## src/design/nvst_pkg.sv

```systemverilog
package nvst_pkg;

  // Default table size
  localparam int SLOT_COUNT_DEF = 8;

  // Field widths
  localparam int OPCODE_W = 2;
  localparam int WORD_W   = 32;
  localparam int NAME_W   = 16;

  // Opcodes
  localparam logic [OPCODE_W-1:0] OP_CLEAR  = 2'd0;
  localparam logic [OPCODE_W-1:0] OP_INSERT = 2'd1;
  localparam logic [OPCODE_W-1:0] OP_LOOKUP = 2'd2;

  // Controller to datapath
  typedef struct packed {
    logic start;  // latch the accepted item, rewind the scan
    logic scan;   // one scan step
    logic push;   // load the result into the output register
  } nvst_cmd_t;

  // Datapath to controller
  typedef struct packed {
    logic scan_done;
  } nvst_sts_t;

endpackage

```

## src/design/nvst_if.sv

```systemverilog
// Request channel
interface nvst_req_if;
  import nvst_pkg::*;
  logic                valid;
  logic                ready;
  logic [OPCODE_W-1:0] opcode;
  logic [WORD_W-1:0]   data_word;
  logic [NAME_W-1:0]   insert_name;
  logic                remove_on_hit;

  modport source (output valid, opcode, data_word, insert_name, remove_on_hit,
                  input ready);
  modport sink (input valid, opcode, data_word, insert_name, remove_on_hit,
                output ready);
endinterface

// Response channel
interface nvst_rsp_if;
  import nvst_pkg::*;
  logic              valid;
  logic              ready;
  logic [WORD_W-1:0] found_value;

  modport source (output valid, found_value, input ready);
  modport sink (input valid, found_value, output ready);
endinterface

```

## src/design/nvst_ram.sv

```systemverilog
module nvst_ram #(
  parameter int WIDTH = 48,
  parameter int DEPTH = 8
) (
  input  logic                     clk,
  input  logic                     we,
  input  logic [$clog2(DEPTH)-1:0] waddr,
  input  logic [WIDTH-1:0]         wdata,
  input  logic [$clog2(DEPTH)-1:0] raddr,
  output logic [WIDTH-1:0]         rdata
);

  logic [WIDTH-1:0] mem [DEPTH];

  // One write port, one registered read port
  always_ff @(posedge clk) begin
    if (we) begin
      mem[waddr] <= wdata;
    end
    rdata <= mem[raddr];
  end

endmodule

```

## src/design/nvst_datapath.sv

```systemverilog
module nvst_datapath
  import nvst_pkg::*;
#(
  parameter int SLOT_COUNT = SLOT_COUNT_DEF
) (
  input  logic                clk,
  input  logic                rst,
  input  nvst_cmd_t           cmd,
  output nvst_sts_t           sts,
  input  logic [OPCODE_W-1:0] opcode,
  input  logic [WORD_W-1:0]   data_word,
  input  logic [NAME_W-1:0]   insert_name,
  input  logic                remove_on_hit,
  output logic [WORD_W-1:0]   found_value
);

  localparam int IDX_W   = $clog2(SLOT_COUNT);
  localparam int CNT_W   = $clog2(SLOT_COUNT + 1);
  localparam int ENTRY_W = NAME_W + WORD_W;
  localparam logic [IDX_W-1:0] LAST_IDX  = IDX_W'(SLOT_COUNT - 1);
  localparam logic [CNT_W-1:0] CNT_LIMIT = CNT_W'(SLOT_COUNT);

  // Latched item
  logic [OPCODE_W-1:0] op_q;
  logic [WORD_W-1:0]   word_q;
  logic [NAME_W-1:0]   name_q;
  logic                remove_q;

  // Scan state
  logic [CNT_W-1:0]      rd_cnt;
  logic [IDX_W-1:0]      chk_idx;
  logic                  chk_pend;
  logic [SLOT_COUNT-1:0] slot_valid;
  logic [WORD_W-1:0]     res;

  // RAM signals
  logic               ram_we;
  logic [ENTRY_W-1:0] ram_rdata;

  logic              is_ins;
  logic              is_lkp;
  logic [NAME_W-1:0] name_eff;
  logic [WORD_W-1:0] value_eff;
  logic              name_hit;
  logic              match;
  logic              last;
  logic              rd_more;

  // Entry whose valid bit is clear (never written since the last clear or reset, or removed) reads as empty and zero
  always_comb begin
    is_ins    = (op_q == OP_INSERT);
    is_lkp    = (op_q == OP_LOOKUP);
    name_eff  = slot_valid[chk_idx] ? ram_rdata[ENTRY_W-1:WORD_W] : '0;
    value_eff = slot_valid[chk_idx] ? ram_rdata[WORD_W-1:0] : '0;
    name_hit  = is_ins ? (name_eff == '0)
                       : ({{(WORD_W-NAME_W){1'b0}}, name_eff} == word_q);
    match     = chk_pend && (is_ins || is_lkp) && name_hit;
    last      = chk_pend && (chk_idx == LAST_IDX);
    rd_more   = (rd_cnt < CNT_LIMIT);
    sts.scan_done = !(is_ins || is_lkp) || match || last;
    ram_we    = cmd.scan && match && is_ins;
  end

  nvst_ram #(
    .WIDTH (ENTRY_W),
    .DEPTH (SLOT_COUNT)
  ) u_ram (
    .clk   (clk),
    .we    (ram_we),
    .waddr (chk_idx),
    .wdata ({name_q, word_q}),
    .raddr (rd_cnt[IDX_W-1:0]),
    .rdata (ram_rdata)
  );

  // Scan control and valid bits
  always_ff @(posedge clk) begin
    if (rst) begin
      slot_valid <= '0;
      chk_pend   <= 1'b0;
      rd_cnt     <= '0;
    end else if (cmd.start) begin
      chk_pend <= 1'b0;
      rd_cnt   <= '0;
    end else if (cmd.scan) begin
      // Read one slot ahead of the compare
      if (rd_more) begin
        rd_cnt   <= rd_cnt + CNT_W'(1);
        chk_pend <= 1'b1;
      end else begin
        chk_pend <= 1'b0;
      end
      if (op_q == OP_CLEAR) begin
        slot_valid <= '0;
      end else if (match) begin
        if (is_ins) begin
          slot_valid[chk_idx] <= 1'b1;
        end else if (remove_q) begin
          slot_valid[chk_idx] <= 1'b0;
        end
      end
    end
  end

  // Item, compare index and result
  always_ff @(posedge clk) begin
    if (cmd.start) begin
      op_q     <= opcode;
      word_q   <= data_word;
      name_q   <= insert_name;
      remove_q <= remove_on_hit;
      res      <= '0;
    end else if (cmd.scan) begin
      chk_idx <= rd_cnt[IDX_W-1:0];
      if (match && is_lkp) begin
        res <= value_eff;
      end
    end
    if (cmd.push) begin
      found_value <= res;
    end
  end

endmodule

```

## src/design/nvst_ctrl.sv

```systemverilog
module nvst_ctrl
  import nvst_pkg::*;
(
  input  logic      clk,
  input  logic      rst,
  input  logic      req_valid,
  output logic      req_ready,
  output logic      rsp_valid,
  input  logic      rsp_ready,
  output nvst_cmd_t cmd,
  input  nvst_sts_t sts
);

  localparam logic [1:0] ST_IDLE = 2'd0;
  localparam logic [1:0] ST_SCAN = 2'd1;
  localparam logic [1:0] ST_DONE = 2'd2;

  logic [1:0] state;
  logic [1:0] state_next;
  logic       out_free;

  // Commands and next state
  always_comb begin
    out_free   = !rsp_valid || rsp_ready;
    req_ready  = (state == ST_IDLE);
    cmd        = '0;
    state_next = state;
    case (state)
      ST_IDLE: begin
        if (req_valid) begin
          cmd.start  = 1'b1;
          state_next = ST_SCAN;
        end
      end
      ST_SCAN: begin
        cmd.scan = 1'b1;
        if (sts.scan_done) begin
          state_next = ST_DONE;
        end
      end
      ST_DONE: begin
        if (out_free) begin
          cmd.push   = 1'b1;
          state_next = ST_IDLE;
        end
      end
      default: begin
        state_next = ST_IDLE;
      end
    endcase
  end

  // State and output valid
  always_ff @(posedge clk) begin
    if (rst) begin
      state     <= ST_IDLE;
      rsp_valid <= 1'b0;
    end else begin
      state <= state_next;
      if (cmd.push) begin
        rsp_valid <= 1'b1;
      end else if (rsp_ready) begin
        rsp_valid <= 1'b0;
      end
    end
  end

endmodule

```

## src/design/named_value_slot_table.sv

```systemverilog
// Table of SLOT_COUNT slots, each a 32-bit value with a 16-bit name (name zero
// marks a slot empty), held in a small RAM with a valid bit per slot so that
// reset and the clear opcode empty the table at once. Each item is accepted in
// the idle state, then the RAM is scanned at one slot a cycle with the compare
// in the cycle after the registered read, then the result is loaded into the
// output register. Clear and unused opcodes end the scan at once; insert and
// lookup stop at the first hit (an empty slot for insert, the named slot for
// lookup) or after the last slot. A new item is taken while the previous
// result still waits in the output register.
module named_value_slot_table
  import nvst_pkg::*;
#(
  parameter int SLOT_COUNT = SLOT_COUNT_DEF
) (
  input  logic       clk,
  input  logic       rst,
  nvst_req_if.sink   req,
  nvst_rsp_if.source rsp
);

  nvst_cmd_t cmd;
  nvst_sts_t sts;

  nvst_ctrl u_ctrl (
    .clk       (clk),
    .rst       (rst),
    .req_valid (req.valid),
    .req_ready (req.ready),
    .rsp_valid (rsp.valid),
    .rsp_ready (rsp.ready),
    .cmd       (cmd),
    .sts       (sts)
  );

  nvst_datapath #(
    .SLOT_COUNT (SLOT_COUNT)
  ) u_datapath (
    .clk           (clk),
    .rst           (rst),
    .cmd           (cmd),
    .sts           (sts),
    .opcode        (req.opcode),
    .data_word     (req.data_word),
    .insert_name   (req.insert_name),
    .remove_on_hit (req.remove_on_hit),
    .found_value   (rsp.found_value)
  );

endmodule
```

## src/flat_wrapper.sv

```systemverilog
// flat-port wrapper written by rule: the top's interface ports become plain ports
module named_value_slot_table_flat import nvst_pkg::*;
#(
  parameter int SLOT_COUNT = SLOT_COUNT_DEF
)
  (clk, rst, req_valid, req_opcode, req_data_word, req_insert_name, req_remove_on_hit, req_ready, rsp_valid, rsp_found_value, rsp_ready);
  nvst_req_if req_i ();
  nvst_rsp_if rsp_i ();
  input  logic clk;
  input  logic rst;
  input wire logic [$bits(req_i.valid)-1:0] req_valid;
  input wire logic [$bits(req_i.opcode)-1:0] req_opcode;
  input wire logic [$bits(req_i.data_word)-1:0] req_data_word;
  input wire logic [$bits(req_i.insert_name)-1:0] req_insert_name;
  input wire logic [$bits(req_i.remove_on_hit)-1:0] req_remove_on_hit;
  output wire logic [$bits(req_i.ready)-1:0] req_ready;
  output wire logic [$bits(rsp_i.valid)-1:0] rsp_valid;
  output wire logic [$bits(rsp_i.found_value)-1:0] rsp_found_value;
  input wire logic [$bits(rsp_i.ready)-1:0] rsp_ready;
  assign req_i.valid = req_valid;
  assign req_i.opcode = req_opcode;
  assign req_i.data_word = req_data_word;
  assign req_i.insert_name = req_insert_name;
  assign req_i.remove_on_hit = req_remove_on_hit;
  assign req_ready = req_i.ready;
  assign rsp_valid = rsp_i.valid;
  assign rsp_found_value = rsp_i.found_value;
  assign rsp_i.ready = rsp_ready;
  named_value_slot_table #(.SLOT_COUNT(SLOT_COUNT)) u_core (.clk(clk), .rst(rst), .req(req_i), .rsp(rsp_i));
endmodule
```

## config.mk

```make
export PLATFORM = sky130hd
export DESIGN_NAME = named_value_slot_table_flat
export DESIGN_NICKNAME = d
export VERILOG_FILES = /design/src/design/nvst_pkg.sv /design/src/design/nvst_if.sv /design/src/design/nvst_ram.sv /design/src/design/nvst_datapath.sv /design/src/design/nvst_ctrl.sv /design/src/design/named_value_slot_table.sv /design/src/flat_wrapper.sv
export SDC_FILE = /design/constraint.sdc
export NUM_CORES = 1
export LEC_CHECK = 0
export BUFFER_PORTS_ARGS = -buffer_cell sky130_fd_sc_hd__buf_2
export CAP_MARGIN = 20
export CORE_UTILIZATION = 41
export CTS_CLUSTER_DIAMETER = 50
export DETAILED_ROUTE_END_ITERATION = 6
export HOLD_SLACK_MARGIN = 0.05
export PLACE_DENSITY = 0.67
export REMOVE_ABC_BUFFERS = 1
export SYNTH_ARGS = -nofsm -noshare
export SYNTH_HDL_FRONTEND = slang
export SYNTH_SLANG_ARGS = --single-unit
```

## constraint.sdc

```tcl
create_clock -name clk -period 5 [get_ports clk]
set_input_delay 0 -clock clk [delete_from_list [all_inputs] [get_ports clk]]
set_output_delay 0 -clock clk [all_outputs]
set_load 0.01 [all_outputs]
```

==> metrics.md, run 1 <==
| Metric | Value |
|---|---|
| Top Family by Delay on Critical Path | simple AND/OR/NAND/NOR gates |
| Vias in the first global route | 10,120 |
| CTS Buffer Depth | 3 |
| DP Area | 21,910 sq um |
| Period utilisation layout | 80.29% |
| Complex-gate fraction of the synthesized area | 2.701% |
| Crit path DAT | 4.52 ns |
| Largest family of logic cells by synthesized area | multiplexers |
| Min cycle time layout | 4.015 ns |
| Worst Tran Pin Value | 1.046 ns |
| Mux contribution to synthesized area | 13.56% |
| Worst path max stage delay | 0.82 ns |
| Post-layout util | 49.35% |
| Initial antenna violation count | 1 |
| Critical path, cell by cell | mux2i_1 -> mux4_2 -> mux2_4 -> nand4b_4 -> nor3_2 -> a31o_4 -> nand3_4 -> or3b_1 -> a21oi_1 |
| Final setup viols | 0 |
| Endpoint type of the worst setup path | flop |
| Clock sinks | 566 |
| Final wirelength | 39,780 microns |
| Router iterations before antenna repair | 5 |
| Core area | 49,250 sq um |
| Ports | 89 |
| FFs w/ async S/R, synth | 0% |
| Power density cells | 400.7 nW/um^2 |
| Share of Yosys cell area claimed by the top area cell type | 68.61% |
| H-Tree Depth | 2 |
| Detail Placement HPWL | 21,550 microns |
| Routed WL per cell | 21.01 microns |
| Cell Rows | 81 |
| Worst setup SP type | flop |
| Post-Synth Simple-Gate Area | 3.996% |
| Net Sw Power | 0.001903 W |
| Final Max Slew Viols | 0 |
| Fin nets | 1,244 |
| Sequential power share | 54.3% |
| Antenna cells | 0 |
| Most frequent cells after synthesis | edfxtp_1 (470), mux4_2 (97), dfxtp_1 (96) |
| CTS Buf Count | 55 |
| Gr ovfl total | 0 |
| Largest net degree at the start of global routing | 67 |
| Syn Inst Count | 1,018 |
| Via density | 5.149 |
| #FFs+latches synth | 566 |
| Resized cells post-CTS | 0 |
| VDD IR max | 0.0002753 V |
| Global-route usage over all layers | 16.13% |
| Mean Syn Cell Area | 20.21 sq um |
| Peak Freq | 249.1 MHz |
| Worst-skew pair later-pin latency | 0.60 ns |
| Layout area overhead | 18.16% |
| # DRC | 0 |
| Fin area | 24,310 sq um |
| Synth cell types | 55 |
| Sw frac | 19.54% |
| Maxcap violations | 0 |
| RSZ-0062 raised after global routing | no |
| Worst path bufs/invs | 0 |
| Met3 WL | 2025 microns |
| Die X | 226.0 microns |
| Status | completed |
| Combinational power share | 2.9% |
| Post-synthesis adder-cell area fraction | 0.2433% |
| Required time worst endpoint | 5.51 ns |
| Internal cell power | 0.007836 W |
| Yosys top cell by area | edfxtp_1 |
| Post-synthesis xor/xnor area fraction | 0.2555% |
| Number of synthesized flops with an enable pin | 470 |
| Max Fanout on Critical Path | 64 |
| Starting DRC count in detailed routing | 694 |
| Layout cells sized above 1 | 28.56% |
| Reg clk slew, reported paths | 0.06 ns |
| Final Hold Viols | 0 |
| Seq/Total Area, Yosys | 77.96% |
| First-pass GRT wire length | 60,980 microns |
| Hold_ws | 0.1117 ns |
| Post-synth top flop | edfxtp_1 |
| Port Buf Inserts | 88 |
| Highest Signal Layer | met4 |
| Layout Skew | 0.01868 ns |
| Most frequent cell after synthesis | edfxtp_1 |
| Crit path kind | flop to flop |
| Initial core utilization | 41.76% |
| DR WL met2 | 19,860 microns |
| Root Driver | clkbuf_16 |
| HP Class | primary input to flop |
| Cell at the slowest stage of the critical path | mux4_2 |
| Mapped cell area | 20,570 sq um |
| CTS tree | yes |
| Vias | 9,748 |
| Die height | 226.0 microns |
| Slew HR | 30.27% |
| Gp weighted congestion | 0.7362 |
| Post-route ant nets | 0 |
| Synth Warn # | 0 |
| TNS Setup | 0 ns |
| Pleak | 7.815 nW |
| Synth area leaders | edfxtp_1 (69%), mux4_2 (11%), dfxtp_1 (9.3%), mux2_2 (2.6%), or3b_1 (1.4%) |
| Clock Power Share | 42.8% |
| DIE AREA | 51,070 sq um |
| Routed length on met1 | 16,820 microns |
-- power by group through the flow --
stage,combinational [W],sequential (W),clock [W]
after floorplan,0.000167,0.00537,0
after global placement,0.000248,0.00538,0
after detailed placement,0.000251,0.00539,0
after CTS,0.000285,0.00529,0.00427
after global routing,0.000305,0.00530,0.00444
final,0.000280,0.00529,0.00417
-- flip-flops by register name, summed over array words and instances, names as in the netlist --
signal / cells
u_core.u_datapath.chk_pend: 1
u_core.u_datapath.rd_cnt: 4
u_core.u_datapath.slot_valid: 8
u_core.u_ctrl.state: 2
u_core.u_datapath.remove_q: 1
u_core.u_datapath.word_q: 32
u_core.u_ctrl.rsp_valid: 1
u_core.u_datapath.name_q: 16
u_core.u_datapath.found_value: 32
u_core.u_datapath.u_ram.mem: 384
u_core.u_datapath.res: 32
u_core.u_datapath.op_q: 2
u_core.u_datapath.chk_idx: 3
u_core.u_datapath.u_ram.rdata: 48
-- worst paths after layout --
check	start	end	slack [ns]	cells after the start
setup / recovery	u_core.u_datapath.chk_idx[0]	u_core.u_datapath.res[20]	0.99	9
hold reg to reg	u_core.u_datapath.res[15]	u_core.u_datapath.found_value[15]	0.43	0
setup reg to reg	u_core.u_datapath.chk_idx[0]	u_core.u_datapath.res[20]	0.99	9
hold / removal	req_data_word[0]	u_core.u_datapath.word_q[0]	0.11	2
-- final cells by class --
type	instances	area, sq um
clock buffer	81	1587
clock inverter	20	254.0
fill	4036	24950
inverter	15	56.30
multi-input combinational	390	4340
sequential	566	16050
tap	664	830.8
timing repair buffer	157	1191
-- layer usage --
metal  vias up  global-route usage, %
li1       4441                      -
met1      5005                  21.11
met2       242                  26.97
met3        60                  2.810
met4         0                  6.013
met5         -                      0
-- cells by family (layout without fill, tap and decap cells) --
kind of cell,count (synthesis),count (layout)
fa+ha+maj,4,4
buf+inv,62,273
compound gates,89,89
simple gates,140,140
xor+xnor,6,6
mux,151,151
flops,566,566
-- per-stage QoR --
stage	instances	total power, W	worst slack [ns]
after CTS	1892	0.009843	0.9722
final	1893	0.009738	0.9854
after global routing	1893	0.01004	0.6661
after floorplan	971	0.005533	-0.1241
after global placement	1738	0.005632	1.150
after detailed placement	1738	0.005642	1.010
-- layout by cell type (no fill, tap or decap), types with 9 or more instances in the layout --
cell type      count
a21oi_1           39
buf_2             88
clkbuf_1          17
clkbuf_16         57
clkinv_2          10
dfxtp_1           93
dlygate4sd3_1     53
edfxtp_1         470
inv_1             15
mux2_2            48
mux4_2            97
nand2_1           40
nand3_1           11
nor2_1            12
nor3_1             9
o21ai_0           21
or3b_1            32
-- what timing repair did --
| item | in CTS | in global routing |
|---|---|---|
| endpoints found under the hold margin | 67 | 0 |
| hold buffers | 53 | 0 |
| setup buffers | 0 | 0 |
Power figures use the tool's default switching activity.
==> run 2, diff against run 1 <==
==> constraint.sdc (replaced) <==
create_clock -name clk -period 3.7 [get_ports clk]
set_input_delay 0 -clock clk [delete_from_list [all_inputs] [get_ports clk]]
set_output_delay 0 -clock clk [all_outputs]
set_load 0.01 [all_outputs]
==> metrics.md, run 2 (synthesis results as in run 1) <==
| Metric | Value |
|---|---|
| Status | completed |
| Highest Signal Layer | met4 |
| HP Class | primary input to flop |
| CTS Buffer Depth | 3 (unchanged) |
| Most common cell after layout, fill and taps aside | edfxtp_1 |
| Worst Hold Depth | 3 (+1) |
| Layout cells sized above 1 | 29.02% (+0.46 points) |
| Reg clk slew, reported paths | 0.06 ns (about the same) |
| Period utilisation layout | 93.72% (+13 points) |
| Detail Placement HPWL | 22,750 microns (+5.6%) |
| Die height | 226.0 microns (unchanged) |
| DIE AREA | 51,070 sq um (unchanged) |
| Antenna cells | 0 (unchanged) |
| Worst setup SP type | flop |
| # DRC | 0 (unchanged) |
| Commonest non-fill, non-tap cells in the layout | edfxtp_1 (470), mux4_2 (97), dfxtp_1 (93), buf_2 (88), clkbuf_16 (57) |
| Cell at the slowest stage of the critical path | a221oi_1 |
| Worst reg2reg path depth | 9 (unchanged) |
| Worst path max stage delay | 0.81 ns (about the same) |
| Crit path DAT | 3.98 ns (-0.54 ns) |
| Routed WL per cell | 20.83 microns (-0.86%) |
| Combinational power share | 3.1% (+0.2 points) |
| Port Buf Inserts | 88 (unchanged) |
| Largest net degree at the start of global routing | 53 (-21%) |
| Crit path kind | flop to flop |
| Post-route ant nets | 0 (unchanged) |
| Router iterations before antenna repair | 7 (+2) |
| Setup bufs post-CTS | 0 (unchanged) |
| Gp weighted congestion | 0.8125 (+10%) |
| Cell Rows | 81 (unchanged) |
| Max Fanout on Critical Path | 20 (-69%) |
| First-pass GRT wire length | 60,490 microns (-0.80%) |
| TNS Setup | 0 ns (unchanged) |
| Die X | 226.0 microns (unchanged) |
| Min setup slack post-route | 0.2322 ns (-0.7532 ns) |
| Hold_ws | 0.08560 ns (-0.02612 ns) |
| Min cycle time layout | 3.468 ns (-0.5468 ns) |
| H-Tree Depth | 2 (unchanged) |
| Slew HR | 36.00% (+5.7 points) |
| Largest regs | u_core.u_datapath.u_ram.mem x384, u_core.u_datapath.u_ram.rdata x48 |
| Fin area | 24,400 sq um (+0.38%) |
| Fin nets | 1,257 (+1.0%) |
| Sw frac | 19.96% (+0.43 points) |
| Layout area overhead | 18.61% |
| Required time worst endpoint | 4.21 ns (-1.30 ns) |
| Clock Power Share | 41.8% (-1.0 points) |
| Worst Hold Launch | req_valid |
| Starting DRC count in detailed routing | 731 (+5.3%) |
| Core area | 49,250 sq um (unchanged) |
| RR Startpoint | u_core.u_datapath.chk_idx[0] |
| VDD IR max | 0.0003379 V (+23%) |
| Critical path, cell by cell | mux2i_1 -> mux4_2 -> a31o_1 -> a22oi_1 -> nor3_2 -> a31o_4 -> a221oi_1 -> o2bb2a_1 -> o21ai_0 |
| Initial core utilization | 41.76% (unchanged) |
| Final Hold Viols | 0 (unchanged) |
| RSZ-0062 raised after global routing | no |
| Met3 WL | 2305 microns (+14%) |
| Net Sw Power | 0.002585 W (+36%) |
| Reg-to-reg endpoint | u_core.u_datapath.slot_valid[0] |
| Worst Tran Pin Value | 0.9600 ns (-0.08598 ns) |
| Ports | 89 (unchanged) |
| DP Area | 22,080 sq um (+0.76%) |
| Final wirelength | 39,750 microns (about the same) |
| Max reg flops | 384 (unchanged) |
| Vias in the first global route | 10,080 (-0.41%) |
| Clock sinks | 566 (unchanged) |
| Vias | 9,774 (+0.27%) |
| Routed length on met1 | 16,870 microns (+0.27%) |
| Worst-skew pair later-pin latency | 0.60 ns (about the same) |
| Setup slack, reg-to-reg | 0.23 ns (-0.75 ns) |
| Biggest register | u_core.u_datapath.u_ram.mem |
| Resized cells post-CTS | 0 (unchanged) |
| Maxcap violations | 0 (unchanged) |
| Layout Skew | 0.02118 ns (+0.002507 ns) |
| Via density | 5.123 (-0.52%) |
| Initial antenna violation count | 1 (unchanged) |
| WHS Endpoint | u_core.u_datapath.res[9] |
| CTS Buf Count | 54 (-1.8%) |
| Internal cell power | 0.01036 W (+32%) |
| DR WL met2 | 19,730 microns (-0.65%) |
| Pleak | 7.868 nW (+0.67%) |
| Global-route usage over all layers | 15.96% (-0.17 points) |
| CTS tree | yes |
| Power density cells | 530.7 nW/um^2 (+32%) |
| Final setup viols | 0 (unchanged) |
| Endpoint type of the worst setup path | flop |
| Gr ovfl total | 0 (unchanged) |
| Pre-CTS WS | 0.2790 ns (-0.7311 ns) |
| Root Driver | clkbuf_16 |
| Final Max Slew Viols | 0 (unchanged) |
| Peak Freq | 288.4 MHz (+16%) |
| Sequential power share | 55.1% (+0.8 points) |
run 2: cell types whose count changed in the layout (fill, tap and decap cells not counted):
cell	change
buf_12	+5
inv_6	+3
clkbuf_8	+1
clkbuf_1	+5
clkinv_8	+1
clkinv_2	-3
clkinv_4	-1
bufinv_16	-4
buf_4	+9
clkinvlp_4	-1
run 2: worst max path at each step:
stage | endpoint | cells after the start | start | slack, ns
after floorplan | u_core.u_datapath.u_ram.rdata[0] | 2 | u_core.u_datapath.rd_cnt[0] | -1.42
after global placement | u_core.u_datapath.res[20] | 10 | u_core.u_datapath.chk_idx[0] | 0.39
after detailed placement | u_core.u_datapath.slot_valid[0] | 9 | u_core.u_datapath.chk_idx[0] | 0.28
after CTS | u_core.u_datapath.slot_valid[4] | 9 | u_core.u_datapath.chk_idx[0] | 0.24
after global routing | u_core.u_datapath.res[30] | 10 | u_core.u_datapath.chk_idx[0] | 0.04
final | u_core.u_datapath.slot_valid[0] | 9 | u_core.u_datapath.chk_idx[0] | 0.23
run 2: power by group through the flow:
stage	sequential, W	clock (W)	combinational [W]
global placement	0.00727	0	0.000359
global route	0.00715	0.00575	0.000437
floorplan	0.00725	0	0.000226
finish	0.00714	0.00541	0.000402
CTS	0.00714	0.00553	0.000409
detailed placement	0.00727	0	0.000364
run 2: layout make-up:
type	count	area, sq um
inverter	15	56.30
multi-input combinational	390	4340
sequential	566	16050
tap	664	830.8
clock inverter	15	145.1
timing repair buffer	171	1359
fill	4001	24860
clock buffer	87	1619
run 2: per-stage QoR:
step	total power (W)	utilization, %	instances
finish	0.01295	49.53	1908
floorplan	0.007477	-	971
CTS	0.01308	49.49	1907
global placement	0.007625	44.83	1752
detailed placement	0.007638	44.83	1752
global route	0.01334	49.53	1908
run 2: critical path: cells and delay by family, from the launching register on:
family / cells / cell delay [ns]
flip-flops: 1 / 0.57
AND/OR/NAND/NOR: 1 / 0.08
multiplexers: 2 / 0.85
AO/OA/AOI/OAI: 6 / 1.89
run 2: per-layer routing:
metal	track usage, %	vias to the layer above
met5	0	-
met4	4.477	0
met3	2.979	51
met2	26.79	261
met1	21.26	4991
li1	-	4471
run 2: timing repair:
item	CTS	global route
hold buffers	53	0
endpoints found under the hold margin	67	0
setup endpoints to repair	0	0
